===== src/rtl/core/pps_pkg.sv =====
// ----------------------------------------------------------------------------
// pps_pkg
// Shared widths, codes and controller/datapath interface types for the
// pedometer peak step detector.
// ----------------------------------------------------------------------------
package pps_pkg;

  localparam int HIST_DEPTH = 16;
  localparam int IDX_W      = $clog2(HIST_DEPTH);
  localparam int SPAN_LIM   = (16 < HIST_DEPTH) ? 16 : HIST_DEPTH;
  localparam int SPAN_W     = $clog2(SPAN_LIM + 1);
  localparam int CNT_W      = (IDX_W > 4) ? IDX_W : 4;

  localparam int AXIS_W     = 16;
  localparam int SQ_W       = 32;
  localparam int MAG_W      = 16;
  localparam int ROOT_STEPS = 16;
  localparam int SQ_STEPS   = 4;
  localparam int GAP_W      = 8;
  localparam int MODE_W     = 2;
  localparam int VIB_W      = 14;
  localparam int SPANCFG_W  = 10;
  localparam int FIELD_W    = 5;

  localparam int CFG_IDX_W  = 3;
  localparam int CFG_DATA_W = 16;

  localparam int ONE_G      = 4096;
  localparam int PROM_MIN   = 409;

  localparam logic [MODE_W-1:0] MODE_SLOW   = 2'd0;
  localparam logic [MODE_W-1:0] MODE_NORMAL = 2'd1;
  localparam logic [MODE_W-1:0] MODE_FAST   = 2'd2;

  localparam logic [CFG_IDX_W-1:0] REG_FAST_THR    = 3'd0;
  localparam logic [CFG_IDX_W-1:0] REG_SLOW_THR    = 3'd1;
  localparam logic [CFG_IDX_W-1:0] REG_VIB_SLOW    = 3'd2;
  localparam logic [CFG_IDX_W-1:0] REG_VIB_NORMAL  = 3'd3;
  localparam logic [CFG_IDX_W-1:0] REG_VIB_FAST    = 3'd4;
  localparam logic [CFG_IDX_W-1:0] REG_SPAN_SLOW   = 3'd5;
  localparam logic [CFG_IDX_W-1:0] REG_SPAN_NORMAL = 3'd6;
  localparam logic [CFG_IDX_W-1:0] REG_SPAN_FAST   = 3'd7;

  typedef struct packed {
    logic             load;
    logic             sq_en;
    logic             acc_en;
    logic             root_step;
    logic             upd;
    logic             scan_en;
    logic             fin;
    logic [CNT_W-1:0] cnt;
  } pps_cmd_t;

  typedef struct packed {
    logic scan_last;
    logic out_free;
  } pps_sts_t;

endpackage


===== src/rtl/core/pedometer_peak_step_detector_unit.sv =====
// ----------------------------------------------------------------------------
// pedometer_peak_step_detector_unit
// Accelerometer magnitude, gait classification and step peak detection.
// ----------------------------------------------------------------------------
//
//   channel  ports                                      direction
//   in       in_valid/in_ready, in_accel_x/y/z          sample in
//   out      out_valid/out_ready, out_step_found,       result out
//            out_magnitude, out_gait_mode
//   cfg      cfg_wr_en, cfg_index, cfg_wdata            register write
//
// each item goes from accept to out_valid through the shared squarer, the
// bit-serial root, the history update, the history scan over L entries, with
// L = max(range, window) of the selected gait (1..16), and the decision.
// a new item is taken in the cycle after the decision. synchronous active-low
// reset clears history, gap counter and out_valid, and loads config defaults.
// a result waiting on out_ready does not block the next accept; only the
// decision step holds until the output register is free.
module pedometer_peak_step_detector_unit
  import pps_pkg::*;
(
  input  logic                     clk,
  input  logic                     rst_n,
  input  logic                     in_valid,
  output logic                     in_ready,
  input  logic signed [AXIS_W-1:0] in_accel_x,
  input  logic signed [AXIS_W-1:0] in_accel_y,
  input  logic signed [AXIS_W-1:0] in_accel_z,
  output logic                     out_valid,
  input  logic                     out_ready,
  output logic                     out_step_found,
  output logic [MAG_W-1:0]         out_magnitude,
  output logic [MODE_W-1:0]        out_gait_mode,
  input  logic                     cfg_wr_en,
  input  logic [CFG_IDX_W-1:0]     cfg_index,
  input  logic [CFG_DATA_W-1:0]    cfg_wdata
);

  pps_cmd_t cmd;
  pps_sts_t sts;

  pps_ctrl u_ctrl (
    .clk      (clk),
    .rst_n    (rst_n),
    .in_valid (in_valid),
    .in_ready (in_ready),
    .sts      (sts),
    .cmd      (cmd)
  );

  pps_dp u_dp (
    .clk            (clk),
    .rst_n          (rst_n),
    .cmd            (cmd),
    .sts            (sts),
    .in_accel_x     (in_accel_x),
    .in_accel_y     (in_accel_y),
    .in_accel_z     (in_accel_z),
    .cfg_wr_en      (cfg_wr_en),
    .cfg_index      (cfg_index),
    .cfg_wdata      (cfg_wdata),
    .out_valid      (out_valid),
    .out_ready      (out_ready),
    .out_step_found (out_step_found),
    .out_magnitude  (out_magnitude),
    .out_gait_mode  (out_gait_mode)
  );

endmodule


===== src/rtl/core/pps_ctrl.sv =====
// ----------------------------------------------------------------------------
// pps_ctrl
// Sequencer: squares, root iterations, history update, history scan and
// result hand-off.
// ----------------------------------------------------------------------------
module pps_ctrl
  import pps_pkg::*;
(
  input  logic     clk,
  input  logic     rst_n,
  input  logic     in_valid,
  output logic     in_ready,
  input  pps_sts_t sts,
  output pps_cmd_t cmd
);

  typedef enum logic [2:0] {
    S_IDLE,
    S_SQ,
    S_ROOT,
    S_UPD,
    S_SCAN,
    S_DONE
  } state_t;

  state_t           state_r, state_nxt;
  logic [CNT_W-1:0] cnt_r, cnt_nxt;

  always_ff @(posedge clk) begin
    if (!rst_n) begin
      state_r <= S_IDLE;
      cnt_r   <= '0;
    end else begin
      state_r <= state_nxt;
      cnt_r   <= cnt_nxt;
    end
  end

  always_comb begin
    state_nxt     = state_r;
    cnt_nxt       = cnt_r;
    cmd           = '0;
    cmd.cnt       = cnt_r;
    unique case (state_r)
      S_IDLE: begin
        if (in_valid) begin
          cmd.load  = 1'b1;
          state_nxt = S_SQ;
          cnt_nxt   = '0;
        end
      end
      S_SQ: begin
        // product of axis k lands while axis k-1 is summed in
        cmd.sq_en  = (cnt_r < CNT_W'(SQ_STEPS - 1));
        cmd.acc_en = (cnt_r != '0);
        if (cnt_r == CNT_W'(SQ_STEPS - 1)) begin
          state_nxt = S_ROOT;
          cnt_nxt   = '0;
        end else begin
          cnt_nxt = cnt_r + 1'b1;
        end
      end
      S_ROOT: begin
        cmd.root_step = 1'b1;
        if (cnt_r == CNT_W'(ROOT_STEPS - 1)) begin
          state_nxt = S_UPD;
          cnt_nxt   = '0;
        end else begin
          cnt_nxt = cnt_r + 1'b1;
        end
      end
      S_UPD: begin
        cmd.upd   = 1'b1;
        state_nxt = S_SCAN;
        cnt_nxt   = '0;
      end
      S_SCAN: begin
        cmd.scan_en = 1'b1;
        if (sts.scan_last) begin
          state_nxt = S_DONE;
        end else begin
          cnt_nxt = cnt_r + 1'b1;
        end
      end
      S_DONE: begin
        if (sts.out_free) begin
          cmd.fin   = 1'b1;
          state_nxt = S_IDLE;
        end
      end
      default: begin
        state_nxt = S_IDLE;
      end
    endcase
  end

  assign in_ready = (state_r == S_IDLE);

endmodule


===== src/rtl/core/pps_dp.sv =====
// ----------------------------------------------------------------------------
// pps_dp
// Datapath: shared squarer, bit-serial square root, magnitude history,
// gait selection, peak scan and step decision, output register.
// ----------------------------------------------------------------------------
module pps_dp
  import pps_pkg::*;
(
  input  logic                   clk,
  input  logic                   rst_n,
  input  pps_cmd_t               cmd,
  output pps_sts_t               sts,
  input  logic signed [AXIS_W-1:0] in_accel_x,
  input  logic signed [AXIS_W-1:0] in_accel_y,
  input  logic signed [AXIS_W-1:0] in_accel_z,
  input  logic                   cfg_wr_en,
  input  logic [CFG_IDX_W-1:0]   cfg_index,
  input  logic [CFG_DATA_W-1:0]  cfg_wdata,
  output logic                   out_valid,
  input  logic                   out_ready,
  output logic                   out_step_found,
  output logic [MAG_W-1:0]       out_magnitude,
  output logic [MODE_W-1:0]      out_gait_mode
);

  // configuration
  logic [MAG_W-1:0]     fast_thr_r, slow_thr_r;
  logic [VIB_W-1:0]     vib_slow_r, vib_normal_r, vib_fast_r;
  logic [SPANCFG_W-1:0] span_slow_r, span_normal_r, span_fast_r;

  always_ff @(posedge clk) begin
    if (!rst_n) begin
      fast_thr_r    <= 16'd5325;
      slow_thr_r    <= 16'd4506;
      vib_slow_r    <= 14'd205;
      vib_normal_r  <= 14'd410;
      vib_fast_r    <= 14'd614;
      span_slow_r   <= 10'd524;
      span_normal_r <= 10'd392;
      span_fast_r   <= 10'd262;
    end else if (cfg_wr_en) begin
      unique case (cfg_index)
        REG_FAST_THR:    fast_thr_r    <= cfg_wdata;
        REG_SLOW_THR:    slow_thr_r    <= cfg_wdata;
        REG_VIB_SLOW:    vib_slow_r    <= cfg_wdata[VIB_W-1:0];
        REG_VIB_NORMAL:  vib_normal_r  <= cfg_wdata[VIB_W-1:0];
        REG_VIB_FAST:    vib_fast_r    <= cfg_wdata[VIB_W-1:0];
        REG_SPAN_SLOW:   span_slow_r   <= cfg_wdata[SPANCFG_W-1:0];
        REG_SPAN_NORMAL: span_normal_r <= cfg_wdata[SPANCFG_W-1:0];
        REG_SPAN_FAST:   span_fast_r   <= cfg_wdata[SPANCFG_W-1:0];
        default: ;
      endcase
    end
  end

  function automatic logic [SPAN_W-1:0] clamp_span(input logic [FIELD_W-1:0] n);
    logic [SPAN_W-1:0] res;
    if (n == '0) begin
      res = SPAN_W'(1);
    end else if (32'(n) > SPAN_LIM) begin
      res = SPAN_W'(SPAN_LIM);
    end else begin
      res = SPAN_W'(n);
    end
    return res;
  endfunction

  // sample capture and sum of squares
  logic signed [AXIS_W-1:0] ax_r, ay_r, az_r;
  logic signed [AXIS_W-1:0] axis_sel;
  logic signed [SQ_W-1:0]   sq_full;
  logic [SQ_W-1:0]          prod_r;

  always_comb begin
    case (cmd.cnt[1:0])
      2'd1:    axis_sel = ay_r;
      2'd2:    axis_sel = az_r;
      default: axis_sel = ax_r;
    endcase
  end

  assign sq_full = axis_sel * axis_sel;

  always_ff @(posedge clk) begin
    if (cmd.load) begin
      ax_r <= in_accel_x;
      ay_r <= in_accel_y;
      az_r <= in_accel_z;
    end
    if (cmd.sq_en) begin
      prod_r <= unsigned'(sq_full);
    end
  end

  // square root, one result bit per cycle; rem_r doubles as the accumulator
  logic [SQ_W-1:0] rem_r, root_r, bit_r;
  logic [SQ_W:0]   trial;

  assign trial = {1'b0, root_r} + {1'b0, bit_r};

  always_ff @(posedge clk) begin
    if (cmd.load) begin
      rem_r  <= '0;
      root_r <= '0;
      bit_r  <= SQ_W'(1) << (SQ_W - 2);
    end else if (cmd.acc_en) begin
      rem_r <= rem_r + prod_r;
    end else if (cmd.root_step) begin
      if ({1'b0, rem_r} >= trial) begin
        rem_r  <= rem_r - trial[SQ_W-1:0];
        root_r <= (root_r >> 1) + bit_r;
      end else begin
        root_r <= root_r >> 1;
      end
      bit_r <= bit_r >> 2;
    end
  end

  // history, gait and scan limits
  logic [MAG_W-1:0]     hist_r [HIST_DEPTH];
  logic [MAG_W-1:0]     mag_nxt, mag_r;
  logic [MODE_W-1:0]    mode_nxt, mode_r;
  logic [SPANCFG_W-1:0] span_sel;
  logic [VIB_W-1:0]     vib_sel, vib_r;
  logic [SPAN_W-1:0]    range_nxt, window_nxt, range_r, window_r, lim_r;

  assign mag_nxt = root_r[MAG_W-1:0];

  always_comb begin
    if (mag_nxt > fast_thr_r) begin
      mode_nxt = MODE_FAST;
      span_sel = span_fast_r;
      vib_sel  = vib_fast_r;
    end else if (mag_nxt < slow_thr_r) begin
      mode_nxt = MODE_SLOW;
      span_sel = span_slow_r;
      vib_sel  = vib_slow_r;
    end else begin
      mode_nxt = MODE_NORMAL;
      span_sel = span_normal_r;
      vib_sel  = vib_normal_r;
    end
  end

  assign range_nxt  = clamp_span(span_sel[FIELD_W-1:0]);
  assign window_nxt = clamp_span(span_sel[2*FIELD_W-1:FIELD_W]);

  always_ff @(posedge clk) begin
    if (!rst_n) begin
      for (int i = 0; i < HIST_DEPTH; i++) begin
        hist_r[i] <= '0;
      end
    end else if (cmd.upd) begin
      hist_r[0] <= mag_nxt;
      for (int i = 1; i < HIST_DEPTH; i++) begin
        hist_r[i] <= hist_r[i-1];
      end
    end
  end

  // peak scan over the history, one entry per cycle
  logic [IDX_W-1:0] idx;
  logic [MAG_W-1:0] hval, wmax_r, wmin_r;
  logic             lmax_r;

  assign idx  = cmd.cnt[IDX_W-1:0];
  assign hval = hist_r[idx];

  always_ff @(posedge clk) begin
    if (cmd.upd) begin
      mag_r    <= mag_nxt;
      mode_r   <= mode_nxt;
      vib_r    <= vib_sel;
      range_r  <= range_nxt;
      window_r <= window_nxt;
      lim_r    <= (range_nxt > window_nxt) ? range_nxt : window_nxt;
      lmax_r   <= 1'b1;
      wmax_r   <= mag_nxt;
      wmin_r   <= mag_nxt;
    end else if (cmd.scan_en) begin
      if (idx != '0 && 32'(idx) < 32'(range_r) && mag_r <= hval) begin
        lmax_r <= 1'b0;
      end
      if (32'(idx) < 32'(window_r)) begin
        if (hval > wmax_r) begin
          wmax_r <= hval;
        end
        if (hval < wmin_r) begin
          wmin_r <= hval;
        end
      end
    end
  end

  assign sts.scan_last = (32'(idx) == 32'(lim_r) - 1);

  // step decision
  logic [GAP_W-1:0]        gap_r;
  logic signed [MAG_W+1:0] prom;
  logic                    ok_gap, ok_prom, ok_vib, step;

  assign prom    = signed'({1'b0, mag_r, 1'b0}) - signed'({2'b0, wmax_r})
                 - signed'({2'b0, wmin_r});
  assign ok_prom = prom > signed'((MAG_W + 2)'(PROM_MIN));
  assign ok_gap  = 32'(gap_r) > 32'(range_r);
  // m - 1g >= vib, moved to the unsigned side
  assign ok_vib  = {1'b0, mag_r} >= ({3'b0, vib_r} + (MAG_W + 1)'(ONE_G));
  assign step    = lmax_r && ok_gap && ok_prom && ok_vib;

  always_ff @(posedge clk) begin
    if (!rst_n) begin
      gap_r <= '0;
    end else if (cmd.fin && lmax_r) begin
      if (step) begin
        gap_r <= '0;
      end else if (gap_r != '1) begin
        gap_r <= gap_r + 1'b1;
      end
    end
  end

  // output register
  logic              out_valid_r;
  logic              step_r;
  logic [MAG_W-1:0]  out_mag_r;
  logic [MODE_W-1:0] out_mode_r;

  always_ff @(posedge clk) begin
    if (!rst_n) begin
      out_valid_r <= 1'b0;
    end else if (cmd.fin) begin
      out_valid_r <= 1'b1;
    end else if (out_ready) begin
      out_valid_r <= 1'b0;
    end
  end

  always_ff @(posedge clk) begin
    if (cmd.fin) begin
      step_r     <= step;
      out_mag_r  <= mag_r;
      out_mode_r <= mode_r;
    end
  end

  assign sts.out_free   = !out_valid_r || out_ready;
  assign out_valid      = out_valid_r;
  assign out_step_found = step_r;
  assign out_magnitude  = out_mag_r;
  assign out_gait_mode  = out_mode_r;

endmodule

===== config.mk =====
export PLATFORM = sky130hd
export DESIGN_NAME = pedometer_peak_step_detector_unit
export DESIGN_NICKNAME = d
export VERILOG_FILES = /design/src/rtl/core/pps_pkg.sv /design/src/rtl/core/pedometer_peak_step_detector_unit.sv /design/src/rtl/core/pps_ctrl.sv /design/src/rtl/core/pps_dp.sv
export SDC_FILE = /design/constraint.sdc
export NUM_CORES = 2
export LEC_CHECK = 0
export ABC_AREA = 0
export ABC_CLOCK_PERIOD_IN_PS = 14900
export BUFFER_PORTS_ARGS = -buffer_cell sky130_fd_sc_hd__buf_2
export CAP_MARGIN = 20
export CORE_MARGIN = 2
export CORE_UTILIZATION = 30
export CTS_CLUSTER_DIAMETER = 120
export DETAILED_ROUTE_END_ITERATION = 7
export PLACE_DENSITY = 0.41
export SLEW_MARGIN = 20
export SYNTH_ARGS = -nofsm -noshare
export SYNTH_HDL_FRONTEND = slang
export SYNTH_SLANG_ARGS = --single-unit

===== constraint.sdc =====
create_clock -name clk -period 14.9 [get_ports clk]
set_input_delay 0.745 -clock clk [delete_from_list [all_inputs] [get_ports clk]]
set_output_delay 0.745 -clock clk [all_outputs]
set_load 0.005 [all_outputs]

# Word-level counts from Yosys, hierarchy flattened
# Memories as Yosys holds them, arrays and structs flattened. A register that Yosys moved wholly into a read port is not among the register bits.
# Index checks and enable logic that the tools add are counted.
# totals
n_memories	1
regBits	379
ram_bits	256
elab_cells	205
input_bits	72
# op_classes
n_reduce_logical	38
mul	1
bitwise	17
mux	68
eq_ne	24
n_lt_le_gt_ge	15
n_addsub	10
# memory_table
name	depth	width	rd	rd_clocked_by_memory_dff	write_ports	line	text
u_dp.hist_r	16	16	16	1	16	pps_dp.sv:120	logic [MAG_W-1:0] hist_r [HIST_DEPTH];
# ops
op	count
16-bit 2-to-1 mux	24
32-bit 2-to-1 mux	4
32-bit by 31-bit adder with 33-bit output	1
32-bit by 33-bit >= comparator with 1-bit output	1
31-bit by 31-bit adder with 32-bit output	1
32-bit adder	1
4-bit by 32-bit == test with 1-bit output	1
16-bit > comparator	2
16-bit less-than comparator	2
16-bit by 16-bit multiplier with 32-bit output	1
16-bit case mux with 2 select lines	1
32-bit subtractor	1
14-bit 2-to-1 mux	2
5-bit 2-to-1 mux	5
4-bit 2-to-1 mux	6
2-bit AND reduction	12
10-bit 2-to-1 mux	2
4-bit case mux with 5 select lines	1
3-bit == test (second input constant)	6
18-bit by 10-bit > comparator with 1-bit output (second input constant)	1
3-bit case mux with 6 select lines	1
17-bit by 16-bit subtractor with 18-bit output	1
18-bit by 17-bit subtractor with 18-bit output	1
16-bit by 17-bit >= comparator with 1-bit output	1
other kinds (35)	94

# Logic depth before layout (Yosys ltp)
# depth
depth_word	8
mapped_depth	35
mapped_depth_nobuf	32

# By module
# Synthesis repeated with hierarchy kept, for this count alone.
# unflattened
hier_cells	4225
hier_area_um2	43471.7
# by_module_without_submodules
mod	cells_per_inst	n_inst	seq_area_each_um2	area_each_um2
pps_dp	4159	1	16886.2	42901.1
pps_ctrl	66	1	140.1	570.5

# Worst setup path before layout
# OpenSTA, ideal clock, no wires.
# synth_timing
path_type	register to register
startpoint	register u_ctrl.cnt_r[0]
endpoint	register u_dp.prod_r[31] (data pin)
synth_period_minus_slack_ps	7963
t_arrival_ps	7703
slack_ps	6937
path_stages_with_launch	31
path_buffers	4
setup_time_ps	260
cell_sequence	dfxtp_1 -> inv_1 -> ha_1 -> clkbuf_1 -> clkbuf_1 -> clkbuf_1 -> nor2_1 -> a21oi_1 -> clkbuf_1 -> nand2_1 -> fa_1 -> fa_1 -> fa_1 -> inv_1 -> fa_1 -> fa_1 -> inv_1 -> fa_1 -> inv_1 -> ha_1 -> nand2_1 -> nor2_1 -> o211ai_1 -> a31oi_1 -> nand4_1 -> o211a_1 -> o41ai_1 -> a31oi_1 -> o21bai_1 -> a21oi_1 -> xnor2_1
# synth_via
elab_chain_len	3
word_cells_on_any_way	4
cone_classes	mul (1); eq/ne (2); mux (1)
# synth_rtl
element	line	text
from (decl)	pps_ctrl.sv:27	logic [CNT_W-1:0] cnt_r, cnt_nxt;
from (signal assigned)	pps_ctrl.sv:35	cnt_r <= cnt_nxt;
2-bit == test / 2-bit by 1-bit == test with 1-bit output (equally long branches)	pps_dp.sv:75	case (cmd.cnt[1:0])
16-bit case mux with 2 select lines *	pps_dp.sv:75	
16-bit by 16-bit multiplier with 32-bit output *	pps_dp.sv:82	assign sq_full = axis_sel * axis_sel;
named net u_dp.sq_full[31]	pps_dp.sv:71	logic signed [SQ_W-1:0] sq_full;
to (signal assigned)	pps_dp.sv:91	prod_r <= unsigned'(sq_full);
to (decl)	pps_dp.sv:72	logic [SQ_W-1:0] prod_r;
# Mark *: on every way through the listed nets, which the timed path passes. The rest lies on a longest branch.
# A chain may end at the register's enable or synchronous reset.

# Final worst setup path
# layout_timing
startpoint	register u_ctrl.cnt_r[1]
endpoint	register u_dp.prod_r[31] (data pin)
# The elaborated chain is that of the path after synthesis.

==> run_results.csv <==
group,metric,value,unit
timing,final-max-slew-violation-count,0,
clock_network,cts_setup_buffers,0,
floorplan,ios,93,
hold_path,holdPathStages,1,
clock_network,cts_root_buffer,"clkbuf_16",
floorplan,die_x,383.8,um
worst_setup_path,worstSetupStartpoint,"u_ctrl.cnt_r[1]",
worst_setup_path,crit_path_start_kind,"flip-flop",
finish,nets,4930,
place,routabilityCongestion,0.8016,
timing,tightestPinTransition,1.198,ns
timing,timing.fmax,112.0,MHz
clock_network,cts_resized,0,
drt,ant_nets,0,
global_route,grt_pass1_wl,190200,um
timing,period_share,59.95,%
clock_network,htree_num_levels,3,
drt,routed_wl,122000,um
global_route,antenna_found_initial,15,
worst_setup_path,critPathMaxFanout,16,
hold_path,hp-class,"input pin to flip-flop",
clock_network,cts_buffer_depth,3,
hold_path,worstHoldStart,"in_accel_z[12]",
clock_network,cts_tree,"done",
flow_run,cap_viol_max_count,0,
yosys,synth_warnings,0,
yosys,synth-seq-cells,638,
worst_setup_path,r2r-start,"u_ctrl.cnt_r[1]",
clock_network,path_clk_slew,0.06,ns
worst_setup_path,reg2regPathDepth,27,
worst_setup_path,cp-end-kind,"flip-flop",
floorplan,die_h,383.8,um
yosys,synth_seq_area_share,39.54,%
yosys,syn_area,43270,sq um
worst_setup_path,critPathArrivalTime,9.33,ns
timing,setup_viol,0,
clock_network,cts_hold_buf,0,
yosys,postSynth.asyncResetShare,0,%
drt,drc,0,
clock_network,cts_buffers,80,
yosys,syn-num-nets,4898,
yosys,syn_avg_cell_area,10.17,sq um
clock_network,clock-sinks,638,
drt,firstDrtPassIters,5,
global_route,grt_pass1_vias,30840,
yosys,ys_types,91,
global_route,grt_overflow,0,
worst_setup_path,required,15.30,ns
clock_network,insertion_delay,0.68,ns
place,io_buffer_count,92,
timing,rsz0062_at_grt,"false",
floorplan,core.rowCount,139,
drt,avgViaCountPerCell,4.805,
floorplan,core_area,143300,sq um
outcome,status,"finished, final reports clean",
finish,layout-drive-gt1-share,9.402,%
yosys,synth_top_area_share,30.05,%
timing,slew_headroom,19.61,%
global_route,track_usage,16.70,%
yosys,synth-edff-count,433,
worst_setup_path,worstSetupPathType,"flip-flop to flip-flop",
timing,hold_viol_final,0,
global_route,grt_max_degree,135,
yosys,synth_cells,4254,
floorplan,start_util,30.19,%
place,dp_hpwl,87720,um
floorplan,die_area,147300,sq um
timing,tns,0,ns
finish,syn2layout_area_growth,12.16,%
drt,wl_per_cell,19.50,um
timing,finalClockSkew,0.04877,ns
timing,finalCriticalPeriod,8.932,ns
yosys,ys_top_cells_by_area,"edfxtp_1 30%, fa_1 12%, dfxtp_1 9.5%",
yosys,synthFlopType,"edfxtp_1",
yosys,post-synth-top-area-cell,"edfxtp_1",
drt,drt_iter0_markers,1889,
drt,vias,30070,
-- stage by stage --
stage	hold slack, ns	util, %	setup WS, ns	cells	cell area (sq um)
3_5_place_dp	0.4191	32.01	5.830	6106	45870
2_1_floorplan	0.4003	-	6.937	4254	43270
5_1_grt	0.2043	33.85	5.271	6253	48510
3_3_place_gp	0.4078	32.01	5.954	6106	45870
4_1_cts	0.1993	33.85	5.802	6252	48510
6_report	0.2565	33.86	5.968	6258	48530
-- registers in the layout, indices dropped and copies added, names as in the netlist, 14 cells and up, named ones only --
register	count
u_dp.vib_fast_r	14
u_dp.rem_r	32
u_dp.ay_r	16
u_dp.hist_r	256
u_dp.root_r	32
u_dp.az_r	16
u_dp.wmax_r	16
u_dp.wmin_r	16
u_dp.out_magnitude	16
u_dp.mag_r	16
u_dp.bit_r	16
u_dp.fast_thr_r	16
u_dp.slow_thr_r	16
u_dp.prod_r	31
u_dp.vib_normal_r	14
u_dp.ax_r	16
u_dp.vib_r	14
u_dp.vib_slow_r	14
-- layer usage --
| metal | vias to the layer above | share of wire [%] | GRT usage (%) |
|---|---|---|---|
| li1 | 14750 | - | - |
| met1 | 14640 | 50 | 24.27 |
| met2 | 523 | 44 | 25.92 |
| met3 | 140 | 4.0 | 2.569 |
| met4 | 10 | 2.3 | 4.045 |
| met5 | - | 0.057 | 0 |
-- final cells by class --
cell class                      count  area [sq um]
Sequential cell                   638         17110
Multi-Input combinational cell   2901         23560
Timing Repair Buffer              144         859.6
Antenna cell                        5         12.51
Tap cell                         1903          2381
Inverter                          521          1963
Clock inverter                     45         486.7
Clock buffer                      101          2152
Fill cell                       14740         94780
-- synthesized netlist by cell type (all sizes together) (28+ instances only) --
master / instances
nor3: 48
a31oi: 34
a21o: 66
edfxtp: 433
dfxtp: 205
a211oi: 36
ha: 323
and3: 175
nor2: 236
xnor2: 92
nand3: 81
mux2i: 34
fa: 249
inv: 518
nand4: 37
o211ai: 28
and2: 104
clkbuf: 174
nor2b: 38
o21ai: 154
xor2: 60
a21oi: 277
mux4: 80
nand2: 519
-- cells in the final DEF (no fill, tap or decap), drive strengths merged, types with 18 or more instances in the layout --
master	Yosys	layout
a211oi	36	36
a21o	66	66
a21oi	277	277
a22oi	18	18
a31oi	34	34
and2	104	104
and3	175	175
buf	20	142
clkbuf	174	103
clkinv	3	35
dfxtp	205	205
edfxtp	433	433
fa	249	249
ha	323	323
inv	518	521
mux2i	34	34
mux4	80	80
nand2	519	519
nand2b	26	26
nand3	81	81
nand4	37	37
nor2	236	236
nor2b	38	38
nor3	48	48
o211ai	28	28
o21a	22	22
o21ai	154	154
o21bai	18	18
o31ai	20	20
xnor2	92	92
xor2	60	60
-- worst paths after layout --
kind / to / slack, ns
max: u_dp.prod_r[31] / 5.97
min: u_dp.az_r[12] / 0.26
max reg2reg: u_dp.prod_r[31] / 5.97
min reg2reg: u_dp.out_gait_mode[1] / 0.43
-- worst max-delay path, stage by stage, from the launching register on --
cell and delay, ns:
dfxtp_1 0.51, ha_1 0.69, a22oi_1 0.20, a21oi_1 0.60, inv_1 0.44, nor2_1 0.30
fa_1 0.46, inv_1 0.08, fa_1 0.43, fa_1 0.48, fa_1 0.49, inv_1 0.05
fa_1 0.52, inv_1 0.05, fa_1 0.52, inv_1 0.04, ha_1 0.33, nand2_1 0.10
nor2_1 0.14, o211ai_1 0.14, a31oi_1 0.32, nand4_1 0.23, o211a_1 0.30, o41ai_1 0.60
a31oi_1 0.21, o21bai_1 0.17, a21oi_1 0.09, xnor2_1 0.13
-- cell families (layout without fill, tap and decap cells) --
family,Yosys count,after routing,synth area share [%]
muxes,127,127,5.289
AOI/OAI and AO/OA,745,745,10.60
and+or+nand+nor,1305,1305,14.33
adders and majority gates,572,572,20.86
DFF,638,638,39.54
buffers and inverters,715,811,6.273
other,0,5,0
xor gates and xnor gates,152,152,3.112
Power is not shown: default switching activity piles up to over one toggle a cycle in this logic, so the estimate is an artifact.
